**src/hw/rtl/assert_macros.svh**
```systemverilog
// Assertion macros used by the RTL of the parity sorted set.
// Expects signals named clk and rst_n in the scope of each use.
`ifndef ASSERT_MACROS_SVH
`define ASSERT_MACROS_SVH

// Check a property on every rising edge, ignored while reset is held.
`define PSI_ASSERT(lbl, prop) \
  lbl: assert property (@(posedge clk) disable iff (!rst_n) prop) \
    else $error("%m: check failed");

// Check an overlapping implication on every rising edge outside reset.
`define PSI_ASSERT_IMPL(lbl, ante, cons) \
  `PSI_ASSERT(lbl, (ante) |-> (cons))

`endif

```
**src/hw/rtl/psi_pkg.sv**
```systemverilog
// Package for the parity sorted set: default sizes, request and status
// codes, controller state type and the cell control struct. No dependencies.
package psi_pkg;

  localparam int PSI_CAPACITY = 64;
  localparam int PSI_KEY_BITS = 31;

  typedef enum logic [1:0] {
    REQ_INSERT        = 2'd0,
    REQ_INSERT_UNIQUE = 2'd1,
    REQ_READ          = 2'd2,
    REQ_CLEAR         = 2'd3
  } psi_req_t;

  typedef enum logic [1:0] {
    ST_OK        = 2'd0,
    ST_FULL      = 2'd1,
    ST_DUPLICATE = 2'd2,
    ST_RANGE     = 2'd3
  } psi_status_t;

  typedef enum logic [1:0] {
    S_IDLE,
    S_CMP,
    S_EXEC
  } psi_state_t;

  // Broadcast from the controller to every cell.
  typedef struct packed {
    logic cmp;  // register the compare flags
    logic ins;  // shift and insert the key
  } psi_cell_ctl_t;

endpackage

```
**src/hw/rtl/psi_cell.sv**
```systemverilog
// One table entry of the parity sorted set with its compare flags.
// Depends on psi_pkg for the control struct; chained to its lower neighbour.
module psi_cell #(
  parameter int KEY_W = psi_pkg::PSI_KEY_BITS,
  parameter int CNT_W = $clog2(psi_pkg::PSI_CAPACITY + 1),
  parameter int POS_W = $clog2(psi_pkg::PSI_CAPACITY),
  parameter int IDX   = 0
) (
  input  logic                  clk,
  input  psi_pkg::psi_cell_ctl_t ctl,
  input  logic [KEY_W-1:0]      key,
  input  logic [CNT_W-1:0]      lo,
  input  logic [CNT_W-1:0]      hi,
  input  logic [POS_W-1:0]      position,
  input  logic [KEY_W-1:0]      prev_entry,
  input  logic                  prev_ahead,
  output logic [KEY_W-1:0]      entry,
  output logic                  ahead,
  output logic                  match,
  output logic [KEY_W-1:0]      rd_key
);

  localparam logic [CNT_W-1:0] IDX_C = CNT_W'(IDX);
  localparam logic [POS_W-1:0] IDX_P = POS_W'(IDX);

  logic [KEY_W-1:0] entry_r;
  logic             ahead_r;
  logic             match_r;
  logic             in_region;

  assign in_region = (IDX_C >= lo) && (IDX_C < hi);

  // Register the compare flags: the entry stays ahead of the new key, or equals it.
  always_ff @(posedge clk) begin
    if (ctl.cmp) begin
      ahead_r <= (IDX_C < lo) || (in_region && (entry_r <= key));
      match_r <= in_region && (entry_r == key);
    end
  end

  // Shift: take the key where the neighbour stays ahead, else the neighbour's entry.
  always_ff @(posedge clk) begin
    if (ctl.ins && !ahead_r) begin
      entry_r <= prev_ahead ? key : prev_entry;
    end
  end

  assign entry  = entry_r;
  assign ahead  = ahead_r;
  assign match  = match_r;
  assign rd_key = (position == IDX_P) ? entry_r : '0;

endmodule

```
**config.mk**
```make
export PLATFORM = sky130hd
export DESIGN_NAME = psi_cell
export DESIGN_NICKNAME = d
export VERILOG_FILES = /design/src/hw/rtl/assert_macros.svh /design/src/hw/rtl/psi_pkg.sv /design/src/hw/rtl/psi_cell.sv
export SDC_FILE = /design/constraint.sdc
export NUM_CORES = 1
export LEC_CHECK = 0
export ABC_CLOCK_PERIOD_IN_PS = 2140
export BUFFER_PORTS_ARGS = -buffer_cell sky130_fd_sc_hd__buf_2
export CORE_UTILIZATION = 39
export CTS_CLUSTER_DIAMETER = 100
export DETAILED_ROUTE_END_ITERATION = 7
export GPL_ROUTABILITY_DRIVEN = 0
export PLACE_DENSITY = 0.77
export SLEW_MARGIN = 25
export SYNTH_ARGS = -nofsm -noshare
export SYNTH_HDL_FRONTEND = slang
export SYNTH_SLANG_ARGS = --single-unit
```
**constraint.sdc**
```tcl
create_clock -name clk -period 2.14 [get_ports clk]
set_input_delay 0.214 -clock clk [delete_from_list [all_inputs] [get_ports clk]]
set_output_delay 0.214 -clock clk [all_outputs]
set_load 0.05 [all_outputs]
```
Yosys cells after proc, flatten, opt, wreduce, memory -nomap -nowiden

Cells that the tools add are included.
W data, S select, Z words.

Multiplexer cells: 2
Equal/unequal tests: 1
Magnitude comparators: 4
Reductions and logical operators: 7

Operators with widths:

| cell                 | number |
|---|---|
| $mux W31             | 2 |
| $eq A31 B31 Y1       | 1 |
| $le A31 B31 Y1       | 1 |
| $lt A1 B7 Y1 const A | 2 |
| $ge A1 B7 Y1 const A | 1 |
| $logic_not A6 Y1     | 1 |
| $logic_and A1 B1 Y1  | 4 |
| $logic_not A1 Y1     | 1 |
| $logic_or A1 B1 Y1   | 1 |

Input bits: 86
Output and inout bits: 64
Logic and storage cells: 17
Flip-flop bits (word level): 33

Depth between registers and ports, before layout

Depth after elaboration: 4
Depth in mapped cells: 7
Depth with buffers taken out: 7

Worst setup path after synthesis

Ideal clock, no wire load.

Path kind: reg2reg
Start point: register ahead_r (netlist: ahead)
End point: register entry_r[0] (netlist: entry[0]) (enable)
Data arrival time: 2.081 ns
Required time: 1.718 ns
Path buffers: 0
Slack: -0.364 ns
Setup time: 0.422 ns
Stages on the path, launching flop included: 2
Cells stage by stage: edfxtp_1 nor2b_1

Word-level cells in the longest chain between the ends: 2

Ends and longest elaborated chain:

| what                   | line           | RTL |
|---|---|---|
| start, declared        | psi_cell.sv:27 | `logic ahead_r;` |
| start signal, assigned | psi_cell.sv:36 | `ahead_r <= (IDX_C < lo) \|\| (in_region && (entry_r <= key));` |
| $logic_not A1 Y1       | psi_cell.sv:43 | `if (ctl.ins && !ahead_r) begin` |
| $logic_and A1 B1 Y1    | psi_cell.sv:43 |  |
| end signal, assigned   | psi_cell.sv:44 | `entry_r <= prev_ahead ? key : prev_entry;` |
| end, declared          | psi_cell.sv:26 | `logic [KEY_W-1:0] entry_r;` |

No other way between the ends.
A chain may end at the register's enable or synchronous reset.

Worst setup path after layout

Start point: input port position[5]
End point: output port rd_key[7]

Word-level cells in the longest chain between the ends: 2

Ends and longest elaborated chain:

| what             | line           | RTL |
|---|---|---|
| start, declared  | psi_cell.sv:14 | `input logic [POS_W-1:0] position,` |
| $logic_not A6 Y1 | psi_cell.sv:51 | `assign rd_key = (position == IDX_P) ? entry_r : '0;` |
| $mux W31         | psi_cell.sv:51 |  |
| end, declared    | psi_cell.sv:20 | `output logic [KEY_W-1:0] rd_key` |

No other way between the ends.

==> impl_metrics.ini <==
[sta]
rsz0062_at_grt = no
hold_viol = 0
tns_ns = 0
maxSlewViolCount = 0
finalSetupViolations = 0
max_freq_mhz = 525
max_slew.worst_pin.slew_ns = 0.434
period_needed_ns = 1.91
maxSlewHeadroom = 0.711
post-route-period-util = 0.891
clock_skew_ns = 0.00492

[synthesis]
synth_nets = 342
synth_ff_type = edfxtp_1
synth_edf_count = 33
async_flop_share = 0
synth_seq_cells = 33
ys_seq_area_frac = 0.412
yosys_warnings = 0
syn-cell-area_sq_um = 2410
yosysUniqueCellTypes = 29
syn_inst = 225
synth_area_per_cell_sq_um = 10.7

[route]
postRouteAntennaNets = 0
drc = 0
vias = 2200
wire_per_inst_um = 13.2
drt_iter0_drc = 46
vias_per_cell = 4.84
totalWireLength_mm = 6.03
dr.pass1.iters = 4

[die]
die_y_um = 80.6
io_pins = 150
std_cell_rows = 28
die_x_um = 80.6
initial_core_util = 0.407
core-area_sq_um = 5920
dieArea_sq_um = 6490

[run]
maxCapViolations = 0

[placement]
postPlaceCellArea_sq_um = 3270
io_buffers = 149
place_inst = 447
post-dp-hpwl_mm = 4.81

[setup_path]
reg2reg_from = entry[29]
crit_path_max_fanout = 16
rrSetupSlack_ns = 0.28
required_ns = 1.93
critPathKind = in -> out
crit_path_frequent_cell = buf_2
slowest_stage = or4_1
cp-end-kind = primary output
r2r_cells = 6
cp_cell_sequence = buf_2, or4_1, nor3_2, buf_4, and2_1, buf_2
crit_arrival_ns = 1.69
cp_top_family = simple AND/OR/NAND/NOR gates
crit_buf_inv = 3
timing.rr.end = ahead
startpoint_type = primary input
max_stage_delay_ns = 0.58

[min_path]
holdPathEnd = match
worstHoldPathCells = 1
min_from = ctl[1]
hold_class = in -> reg

[cells_and_area]
final_nets = 496
drive_gt1_frac = 0.511
stdcell_area_sq_um = 3350
stdcell_count = 455
final_cell_mix = buf_2, edfxtp_1, inv_1
register_area_sq_um = 991
diodes = 0
fillers = 545
syn_to_final_growth_pct = 39.0
multi_input_area_sq_um = 1280
final_common_cell = buf_2

[clocking]
clk_pin_slew_ns = 0.07
post_cts_resized = 0
cts_max_path_buffers = 2
h-tree-depth = 2
clockRootBuffer = clkbuf_8
clock_latency_ns = 0.29
cts_hold_buf = 0
clock_sinks = 33
cts_tree = done
cts_buffers = 5
cts_post_setup_buffers_inserted = 0

[grt]
grt.total_usage = 0.187
grt_pass1_wl_mm = 9.16
overflow = 0
antenna_found_initial = 0
grt_max_degree = 32
grt_pass1_vias = 2101

[power]
cellLeakagePower_uw = 0.00173
cellPowerDensity_nw_per_um2 = 499
peakVddDrop_uv = 263

[run_status]
outcome = finished, final reports clean
## report_power, final
| group | switching (uW) | internal [uW] | leakage [uW] |
|---|---|---|---|
| Sequential | 21.7 | 754 | 0.000311 |
| Combinational | 257 | 175 | 0.00138 |
| Clock | 231 | 231 | 0.0000395 |
## cell usage after synthesis (2+ instances only)
library cell	instances	area, sq um
buf_1	3	11.3
o31ai_1	2	15.0
inv_1	32	120
nand3_1	5	25.0
a211oi_1	2	15.0
and2_1	30	188
ha_1	31	388
nand2_1	8	30.0
o21ai_0	5	25.0
nor3_1	2	10.0
nor2_1	8	30.0
nand4_1	4	25.0
a21oi_1	12	60.1
mux2_2	31	349
nor4_1	3	18.8
edfxtp_1	33	991
clkbuf_2	2	10.0
## per-layer routing
layer / part of all wire / vias up / global-route usage
met3: 0.074 / 6 / 0.0500
met4: 0.0095 / 0 / 0.0643
li1: - / 1111 / -
met5: 0 / - / 0
met2: 0.50 / 100 / 0.342
met1: 0.41 / 983 / 0.205
## per-stage QoR
stage | setup WS (ns) | power, uW | utilization | hold WS, ns
2_1_floorplan | 0.167 | 1060 | - | 0.326
3_3_place_gp | 0.263 | 1210 | 0.552 | 0.450
3_5_place_dp | 0.228 | 1220 | 0.552 | 0.443
4_1_cts | 0.220 | 1690 | 0.565 | 0.148
5_1_grt | 0.0745 | 1760 | 0.565 | 0.151
6_report | 0.234 | 1670 | 0.565 | 0.154
## cell type report
cell class,instances,area share
Clock buffer,8,0.0239
Inverter,32,0.0359
Multi-Input combinational cell,154,0.384
Sequential cell,33,0.296
Tap cell,75,0.0280
Timing Repair Buffer,153,0.232
## flip-flops by register name, indices dropped and copies added (netlist names)
name / count
match: 1
entry: 31
ahead: 1
## logic make-up (layout without fill, tap and decap cells)
family,Yosys count,in the layout,share of synthesized area
compound gates,26,26,0.0660
buf+inv,38,193,0.0603
flops,33,33,0.412
mux,31,31,0.145
fa+ha+maj,31,31,0.161
simple gates,66,66,0.156
## how the worst max path moves through the flow
stage	from	to	cells after the start
after global routing	entry[10]	ahead	6
after global placement	position[5]	rd_key[13]	6
after CTS	position[5]	rd_key[17]	6
after detailed placement	position[5]	rd_key[17]	6
after floorplan	entry[26]	ahead	6
final	position[5]	rd_key[7]	6
Power figures use the tool's default switching activity.
