File: src/hw/rtl/assert_macros.svh
// Assertion macros used by the RTL of the parity sorted set.
// Expects signals named clk and rst_n in the scope of each use.
`ifndef ASSERT_MACROS_SVH
`define ASSERT_MACROS_SVH

// Check a property on every rising edge, ignored while reset is held.
`define PSI_ASSERT(lbl, prop) \
  lbl: assert property (@(posedge clk) disable iff (!rst_n) prop) \
    else $error("%m: check failed");

// Check an overlapping implication on every rising edge outside reset.
`define PSI_ASSERT_IMPL(lbl, ante, cons) \
  `PSI_ASSERT(lbl, (ante) |-> (cons))

`endif

File: src/hw/rtl/psi_pkg.sv
// Package for the parity sorted set: default sizes, request and status
// codes, controller state type and the cell control struct. No dependencies.
package psi_pkg;

  localparam int PSI_CAPACITY = 64;
  localparam int PSI_KEY_BITS = 31;

  typedef enum logic [1:0] {
    REQ_INSERT        = 2'd0,
    REQ_INSERT_UNIQUE = 2'd1,
    REQ_READ          = 2'd2,
    REQ_CLEAR         = 2'd3
  } psi_req_t;

  typedef enum logic [1:0] {
    ST_OK        = 2'd0,
    ST_FULL      = 2'd1,
    ST_DUPLICATE = 2'd2,
    ST_RANGE     = 2'd3
  } psi_status_t;

  typedef enum logic [1:0] {
    S_IDLE,
    S_CMP,
    S_EXEC
  } psi_state_t;

  // Broadcast from the controller to every cell.
  typedef struct packed {
    logic cmp;  // register the compare flags
    logic ins;  // shift and insert the key
  } psi_cell_ctl_t;

endpackage

File: src/hw/rtl/psi_ctrl.sv
// Sequencer of the parity sorted set: request capture, counts, decision
// and output register. Depends on psi_pkg and assert_macros.svh.
`include "assert_macros.svh"

module psi_ctrl #(
  parameter int CAPACITY = psi_pkg::PSI_CAPACITY,
  parameter int KEY_W    = psi_pkg::PSI_KEY_BITS,
  parameter int CNT_W    = $clog2(CAPACITY + 1),
  parameter int POS_W    = $clog2(CAPACITY)
) (
  input  logic                   clk,
  input  logic                   rst_n,
  input  logic                   in_valid,
  output logic                   in_ready,
  input  logic [1:0]             in_req_type,
  input  logic [KEY_W-1:0]       in_key,
  input  logic [POS_W-1:0]       in_position,
  output logic                   out_valid,
  input  logic                   out_ready,
  output logic [1:0]             out_status,
  output logic [KEY_W-1:0]       out_read_key,
  output logic [CNT_W-1:0]       out_entry_count,
  output logic [CNT_W-1:0]       out_even_count,
  output psi_pkg::psi_cell_ctl_t cell_ctl,
  output logic [KEY_W-1:0]       cell_key,
  output logic [CNT_W-1:0]       cell_lo,
  output logic [CNT_W-1:0]       cell_hi,
  output logic [POS_W-1:0]       cell_pos,
  input  logic                   any_match,
  input  logic [KEY_W-1:0]       sel_key
);

  localparam logic [CNT_W-1:0] CAP_C = CNT_W'(CAPACITY);
  localparam logic [CNT_W-1:0] ONE_C = CNT_W'(1);

  psi_pkg::psi_state_t state_r, state_nxt;
  psi_pkg::psi_req_t   req_r;
  logic [KEY_W-1:0]    key_r;
  logic [POS_W-1:0]    pos_r;
  logic [CNT_W-1:0]    tot_r, tot_nxt;
  logic [CNT_W-1:0]    evn_r, evn_nxt;
  logic                out_valid_r;
  logic [1:0]          status_r;
  logic [KEY_W-1:0]    rkey_r;
  logic [CNT_W-1:0]    ocnt_r;
  logic [CNT_W-1:0]    oevn_r;

  psi_pkg::psi_status_t status_c;
  logic [KEY_W-1:0]     rkey_c;
  logic                 do_ins;
  logic                 out_free;
  logic                 key_even;
  logic                 full;
  logic                 exec_go;

  assign out_free = !out_valid_r || out_ready;
  assign key_even = !key_r[0];
  assign full     = (tot_r >= CAP_C);
  assign exec_go  = (state_r == psi_pkg::S_EXEC) && out_free;

  // Next state: capture, compare, then decide once the output register is free.
  always_comb begin
    state_nxt = state_r;
    case (state_r)
      psi_pkg::S_IDLE: if (in_valid) state_nxt = psi_pkg::S_CMP;
      psi_pkg::S_CMP:  state_nxt = psi_pkg::S_EXEC;
      psi_pkg::S_EXEC: if (out_free) state_nxt = psi_pkg::S_IDLE;
      default:         state_nxt = psi_pkg::S_IDLE;
    endcase
  end

  // Decide the request outcome from the registered cell flags.
  always_comb begin
    status_c = psi_pkg::ST_OK;
    rkey_c   = '0;
    do_ins   = 1'b0;
    tot_nxt  = tot_r;
    evn_nxt  = evn_r;
    case (req_r)
      psi_pkg::REQ_INSERT, psi_pkg::REQ_INSERT_UNIQUE: begin
        if ((req_r == psi_pkg::REQ_INSERT_UNIQUE) && any_match) begin
          status_c = psi_pkg::ST_DUPLICATE;
        end else if (full) begin
          status_c = psi_pkg::ST_FULL;
        end else begin
          do_ins  = 1'b1;
          tot_nxt = tot_r + ONE_C;
          if (key_even) evn_nxt = evn_r + ONE_C;
        end
      end
      psi_pkg::REQ_READ: begin
        if (CNT_W'(pos_r) < tot_r) begin
          rkey_c = sel_key;
        end else begin
          status_c = psi_pkg::ST_RANGE;
        end
      end
      psi_pkg::REQ_CLEAR: begin
        tot_nxt = '0;
        evn_nxt = '0;
      end
      default: begin
        status_c = psi_pkg::ST_OK;
      end
    endcase
  end

  // Drive the cell row.
  always_comb begin
    cell_ctl.cmp = (state_r == psi_pkg::S_CMP);
    cell_ctl.ins = exec_go && do_ins;
    cell_key     = key_r;
    cell_pos     = pos_r;
    cell_lo      = key_even ? '0 : evn_r;
    cell_hi      = key_even ? evn_r : tot_r;
  end

  assign in_ready        = (state_r == psi_pkg::S_IDLE);
  assign out_valid       = out_valid_r;
  assign out_status      = status_r;
  assign out_read_key    = rkey_r;
  assign out_entry_count = ocnt_r;
  assign out_even_count  = oevn_r;

  // Hold control state and counts.
  always_ff @(posedge clk) begin
    if (!rst_n) begin
      state_r     <= psi_pkg::S_IDLE;
      tot_r       <= '0;
      evn_r       <= '0;
      out_valid_r <= 1'b0;
    end else begin
      state_r <= state_nxt;
      if (exec_go) begin
        tot_r       <= tot_nxt;
        evn_r       <= evn_nxt;
        out_valid_r <= 1'b1;
      end else if (out_ready) begin
        out_valid_r <= 1'b0;
      end
    end
  end

  // Capture the request and load the result.
  always_ff @(posedge clk) begin
    if (in_valid && in_ready) begin
      req_r <= psi_pkg::psi_req_t'(in_req_type);
      key_r <= in_key;
      pos_r <= in_position;
    end
    if (exec_go) begin
      status_r <= status_c;
      rkey_r   <= rkey_c;
      ocnt_r   <= tot_nxt;
      oevn_r   <= evn_nxt;
    end
  end

  `PSI_ASSERT(a_even_le_total, evn_r <= tot_r)
  `PSI_ASSERT(a_total_le_cap, tot_r <= CAP_C)
  `PSI_ASSERT_IMPL(a_ins_in_exec, cell_ctl.ins, (state_r == psi_pkg::S_EXEC) && out_free)
  `PSI_ASSERT(a_ins_grows, cell_ctl.ins |=> (tot_r == $past(tot_r) + ONE_C))
  `PSI_ASSERT(a_accept_cmp, (in_valid && in_ready) |=> (state_r == psi_pkg::S_CMP))

endmodule

File: config.mk
export PLATFORM = sky130hd
export DESIGN_NAME = psi_ctrl
export DESIGN_NICKNAME = d
export VERILOG_FILES = /design/src/hw/rtl/psi_pkg.sv /design/src/hw/rtl/psi_ctrl.sv
export VERILOG_INCLUDE_DIRS = /design/src /design/src/hw/rtl
export SDC_FILE = /design/constraint.sdc
export NUM_CORES = 1
export LEC_CHECK = 0
export BUFFER_PORTS_ARGS = -buffer_cell sky130_fd_sc_hd__buf_2
export CORE_MARGIN = 10
export CORE_UTILIZATION = 30
export CTS_BUF_LIST = sky130_fd_sc_hd__clkbuf_2 sky130_fd_sc_hd__clkbuf_4 sky130_fd_sc_hd__clkbuf_8
export DETAILED_ROUTE_END_ITERATION = 16
export GPL_TIMING_DRIVEN = 0
export PLACE_DENSITY_LB_ADDON = 0.05
export SLEW_MARGIN = 10
export SYNTH_ARGS = -nofsm -noshare
export SYNTH_HDL_FRONTEND = slang
export SYNTH_SLANG_ARGS = --single-unit
File: constraint.sdc
create_clock -name clk -period 6.8 [get_ports clk]
set_input_delay 0.34 -clock clk [delete_from_list [all_inputs] [get_ports clk]]
set_output_delay 0.34 -clock clk [all_outputs]
set_load 0.005 [all_outputs]
---- Word-level counts from Yosys, hierarchy flattened ----
Index checks and enable logic that the tools add are counted.
storage, ports and cells
  register bits after elaboration ......... 103
  bits in latches ......................... 0
  RAM bits ................................ 0
  bits in read-only memories .............. 0
  bits of input ports ..................... 75
  output and inout bits ................... 102
  logic and storage cells ................. 55
  memories ................................ 0
cells by class
  add/sub/neg operators ................... 2
  multiply operators ...................... 0
  divide/modulo/power cells ............... 0
  magnitude comparators ................... 2
  equality and inequality tests ........... 7
  shift-type cells ........................ 0
  multiplexer cells ....................... 21
  bitwise logic cells ..................... 0
  reductions and logical operators ........ 12
operators by type and width
  kind                                                      count
  two-way mux 7 bit                                         7
  one-hot mux 7 bit (2 select lines)                        2
  adder 7 x 1 -> 7 bit, second input constant               2
  two-way mux 2 bit                                         4
  greater-or-equal comparator 7 bit, second input constant  1
  less-than comparator 6 x 7 -> 1 bit                       1
  == test 2 bit, second input constant                      3
  two-way mux 1 bit                                         6
  one-hot mux 2 bit (3 select lines)                        1
  == test 2 x 1 -> 1 bit, second input constant             2
  logical AND 1 bit                                         4
  zero test 2 bit                                           2
  != test 2 bit, second input constant                      2
  one-hot mux 2 bit (2 select lines)                        1
  AND reduction 2 bit                                       2
  nonzero test 2 bit                                        1
  OR reduction 2 bit                                        1
  zero test 1 bit                                           1
  logical OR 1 bit                                          1

---- Logic depth before layout (Yosys ltp) ----
  depth in word-level cells ............... 5
  depth in mapped cells ................... 7

---- Least setup slack after synthesis ----
OpenSTA, ideal clock, no wires.
  kind .................................... input port to flip-flop
  start ................................... in out_ready
  end ..................................... reg tot_r[4]
  library setup time ...................... 138 ps
  arrival time ............................ 2342 ps
  data required time ...................... 6662 ps
  path slack .............................. 4320 ps
  stages on the path ...................... 5
  buffers on the path ..................... 1
  cells stage by stage .................... nand2b_1 > nand2b_1 > buf_2 > clkinv_1 > o311ai_0
between the ends
  word-level cells in the longest chain between the ends .. 2
ends and longest elaborated chain
  item                  RTL line         source
  from (decl)           psi_ctrl.sv:19   input logic out_ready,
  logical OR 1 bit      psi_ctrl.sv:56   assign out_free = !out_valid_r || out_ready;
  logical AND 1 bit     psi_ctrl.sv:59   assign exec_go = (state_r == psi_pkg::S_EXEC) && out_free;
  named net exec_go     psi_ctrl.sv:54   logic exec_go;
  to (signal assigned)  psi_ctrl.sv:135  tot_r <= tot_nxt;
  to (decl)             psi_ctrl.sv:40   logic [CNT_W-1:0] tot_r, tot_nxt;
The timed path passes the listed nets, and every way through them passes these cells.
A chain may end at the register's enable or synchronous reset.

==> metrics.txt <==
Fin. Hold Viols=0; fin. max-slew vios=0; Internal=approximately 920 uW; FF+latch count, synth=roughly 100; largest net degree at the start of global routing=between 40 and 50; most common cell after layout, fill and taps aside=buf_2; Pwr Density=around 220 nW/um2; CP arrival=1.93 ns; die height=roughly 140 um; fin util=between 40% and 50%; Placement Setup Slack=4.568 ns; clk sinks=103; Critical Path Sink Type=output port; maximum capacitance violations=0; Detail Placement HPWL=approximately 8.6 mm; setup_tns=0 ns; Setup Buffers After CTS=0; Placer Congestion=roughly 0.74; Synth area leaders=edfxtp_1, dfxtp_1, and2_1, ha_1, o21ai_0; sequential area share after synthesis=70.64%; Initial DRT Pass Iterations=4; RSZ-0062 raised after global routing=no; Net Sw Frac=about 23%; Slowest-stage cell, CP=edfxtp_1; Final setup viols=0; clk buf depth=2; number of global-route vias before repair=~3200; relative slew slack=roughly 36%; minimum clock period=~2.3 ns; final worst slack=about 4.5 ns; synthesized-area fraction occupied by adder cells=between 2 and 3%; H-tree Lvls=3; CP Launch Type=flop; clock latency on the worst-skew pair=between 0.3 and 0.4 ns; worst slew pin tran=between 0.9 and 1 ns; Hold Slack=0.1355 ns; area leader, netlist=edfxtp_1; Final #Nets=~570; peak supply drop=~0.14 mV; antenna diode count=0; sequential power share=between 60% and 70%; WP data required=approximately 6.5 ns; CP max FO=8; number of buffers and inverters on the critical path=1; worst path cell trace=a211o_2 > nor3b_1 > buf_2; most frequent cells in the layout=buf_2, edfxtp_1, and2_1; Clock Pin Slew Worst Setup and Hold Paths=0.10 ns; Post-Route WL=approximately 11 mm; XOR/XNOR Fraction of Synth Area=0%; Lkg Pwr=~0.0023 uW; GR Overflow Total=0; row cnt=42; count of buffers from port buffering=between 150 and 200; Global Route met2 Usage=approximately 18%; Comb power frac=under 10%; busiest grt layer=met2; Post-Synthesis Cells=300; Synth Cell Area=roughly 4100 um2; total CTS buffers=9; die width=roughly 140 um; post-synth net total=approximately 380; CP peak stage delay=between 0.5 and 0.6 ns; die area=between 15000 and 20000 um2; Core Box Area=between 10000 and 15000 um2; compound-gate portion of the synthesized area=7.560%; post-CTS resize count=0; initial antenna violation count=2; DR vias/cell=approximately 4.5; vias=3000; post-synthesis mux area share=under 10%; largest family of logic cells by synthesized area=simple AND/OR/NAND/NOR gates; Clock Skew=roughly 0.013 ns; first-pass GRT wire length=between 15 and 20 mm; CTS tree=done; power after layout=about 1200 uW; fmax=440.0 MHz; Setup CP Type=flop to output port; worst min path class=input port to flop; run status=complete, no violations; Residual DRC=0; Routed WL per cell=~17 um; P_sw=approximately 270 uW; clock root cell=clkbuf_8; Post-DRT Antenna Nets=0; clock share of power=32.0%; drt first-iter violations=around 180; yosys warns=0; synthesis-to-finish area growth=32.36%; Post-CTS Hold Fix Bufs=0; unique cell type count in the Yosys netlist=38; GRT Total Usage=about an eighth; fillers=between 1000 and 1500; share of cells above drive strength 1=about 43%; share of the synthesized area in the top cell type=a little over three fifths; Simple-Gate Fraction of Synth Area=around 15%; I/O pins=177; grt met3 use=about 7.2%; CP top delay family=flip-flops; grt met1 use=14.28%; Starting Density=just over 30%; fin crit share=33.43%; synthesized area per cell=around 14 um2
## cell usage after synthesis (all sizes together)
master / n
edfxtp: 86
and2: 39
nand2: 20
o21ai: 18
a21oi: 17
dfxtp: 17
nand3: 12
clkbuf: 9
ha: 9
nor2: 8
inv: 7
mux2: 7
nand4: 7
a31oi: 5
buf: 5
or3: 5
nor2b: 4
and3: 3
nand2b: 3
or4: 3
a2111oi: 2
a211oi: 2
o31ai: 2
a211o: 1
a31o: 1
and4b: 1
clkinv: 1
nor3b: 1
nor4: 1
o211ai: 1
o22ai: 1
o311ai: 1
or2b: 1
## logic make-up (layout without fill, tap and decap cells)
logic type	Yosys count	after routing
fa+ha+maj	9	9
buf+inv	22	215
flops	103	103
simple gates	108	108
compound gates	51	51
mux	7	7
## sequential cells by signal (all words and copies together), names as in the netlist
signal	flops
out_status	2
req_r	2
out_entry_count	7
out_read_key	31
state_r	2
evn_r	7
tot_r	7
cell_key	31
cell_pos	6
out_even_count	7
out_valid	1
## final timing paths
path                         start                        endpoint  slack (ns)  cells after the start
min                      in_key[0]           cell_key[0]$_DFFE_PP_        0.14                      1
min reg2reg  tot_r[5]$_SDFFE_PN0P_           tot_r[5]$_SDFFE_PN0P_        0.55                      2
max reg2reg  tot_r[2]$_SDFFE_PN0P_  out_read_key[22]$_SDFFCE_PN0P_        4.58                      7
max             req_r[0]$_DFFE_PP_                     cell_ctl[0]        4.53                      3
## power by group through the flow
stage | sequential [uW] | clock (uW) | combinational, uW
3_5_place_dp | 730 | 0 | 97.2
2_1_floorplan | 733 | 0 | 35.2
3_3_place_gp | 731 | 0 | 93.1
5_1_grt | 718 | 422 | 107
6_report | 716 | 382 | 94.6
4_1_cts | 716 | 403 | 97.7
## through the flow
step	instances	cell area, um2
floorplan	300	4138
global route	669	5477
detailed placement	653	5284
finish	669	5477
CTS	669	5477
global placement	651	5234
## final cells by class
type	count	area [um2]	area share [%]
Tap cell	176	220.2	4.021
Inverter	8	31.28	0.5712
Multi-Input combinational cell	175	1122	20.49
Clock buffer	10	131.4	2.399
Sequential cell	103	2923	53.37
Clock inverter	6	61.31	1.119
Buffer	14	63.81	1.165
Timing Repair Buffer	177	923.4	16.86
## layer usage
| layer | wire length [um] | share of wire (%) |
|---|---|---|
| met3 | 1592 | 14 |
| met2 | 4864 | 43 |
| met5 | 20 | 0.18 |
| met1 | 4689 | 41 |
| met4 | 148 | 1.3 |
Note: power is estimated with default switching activity, not from simulation.
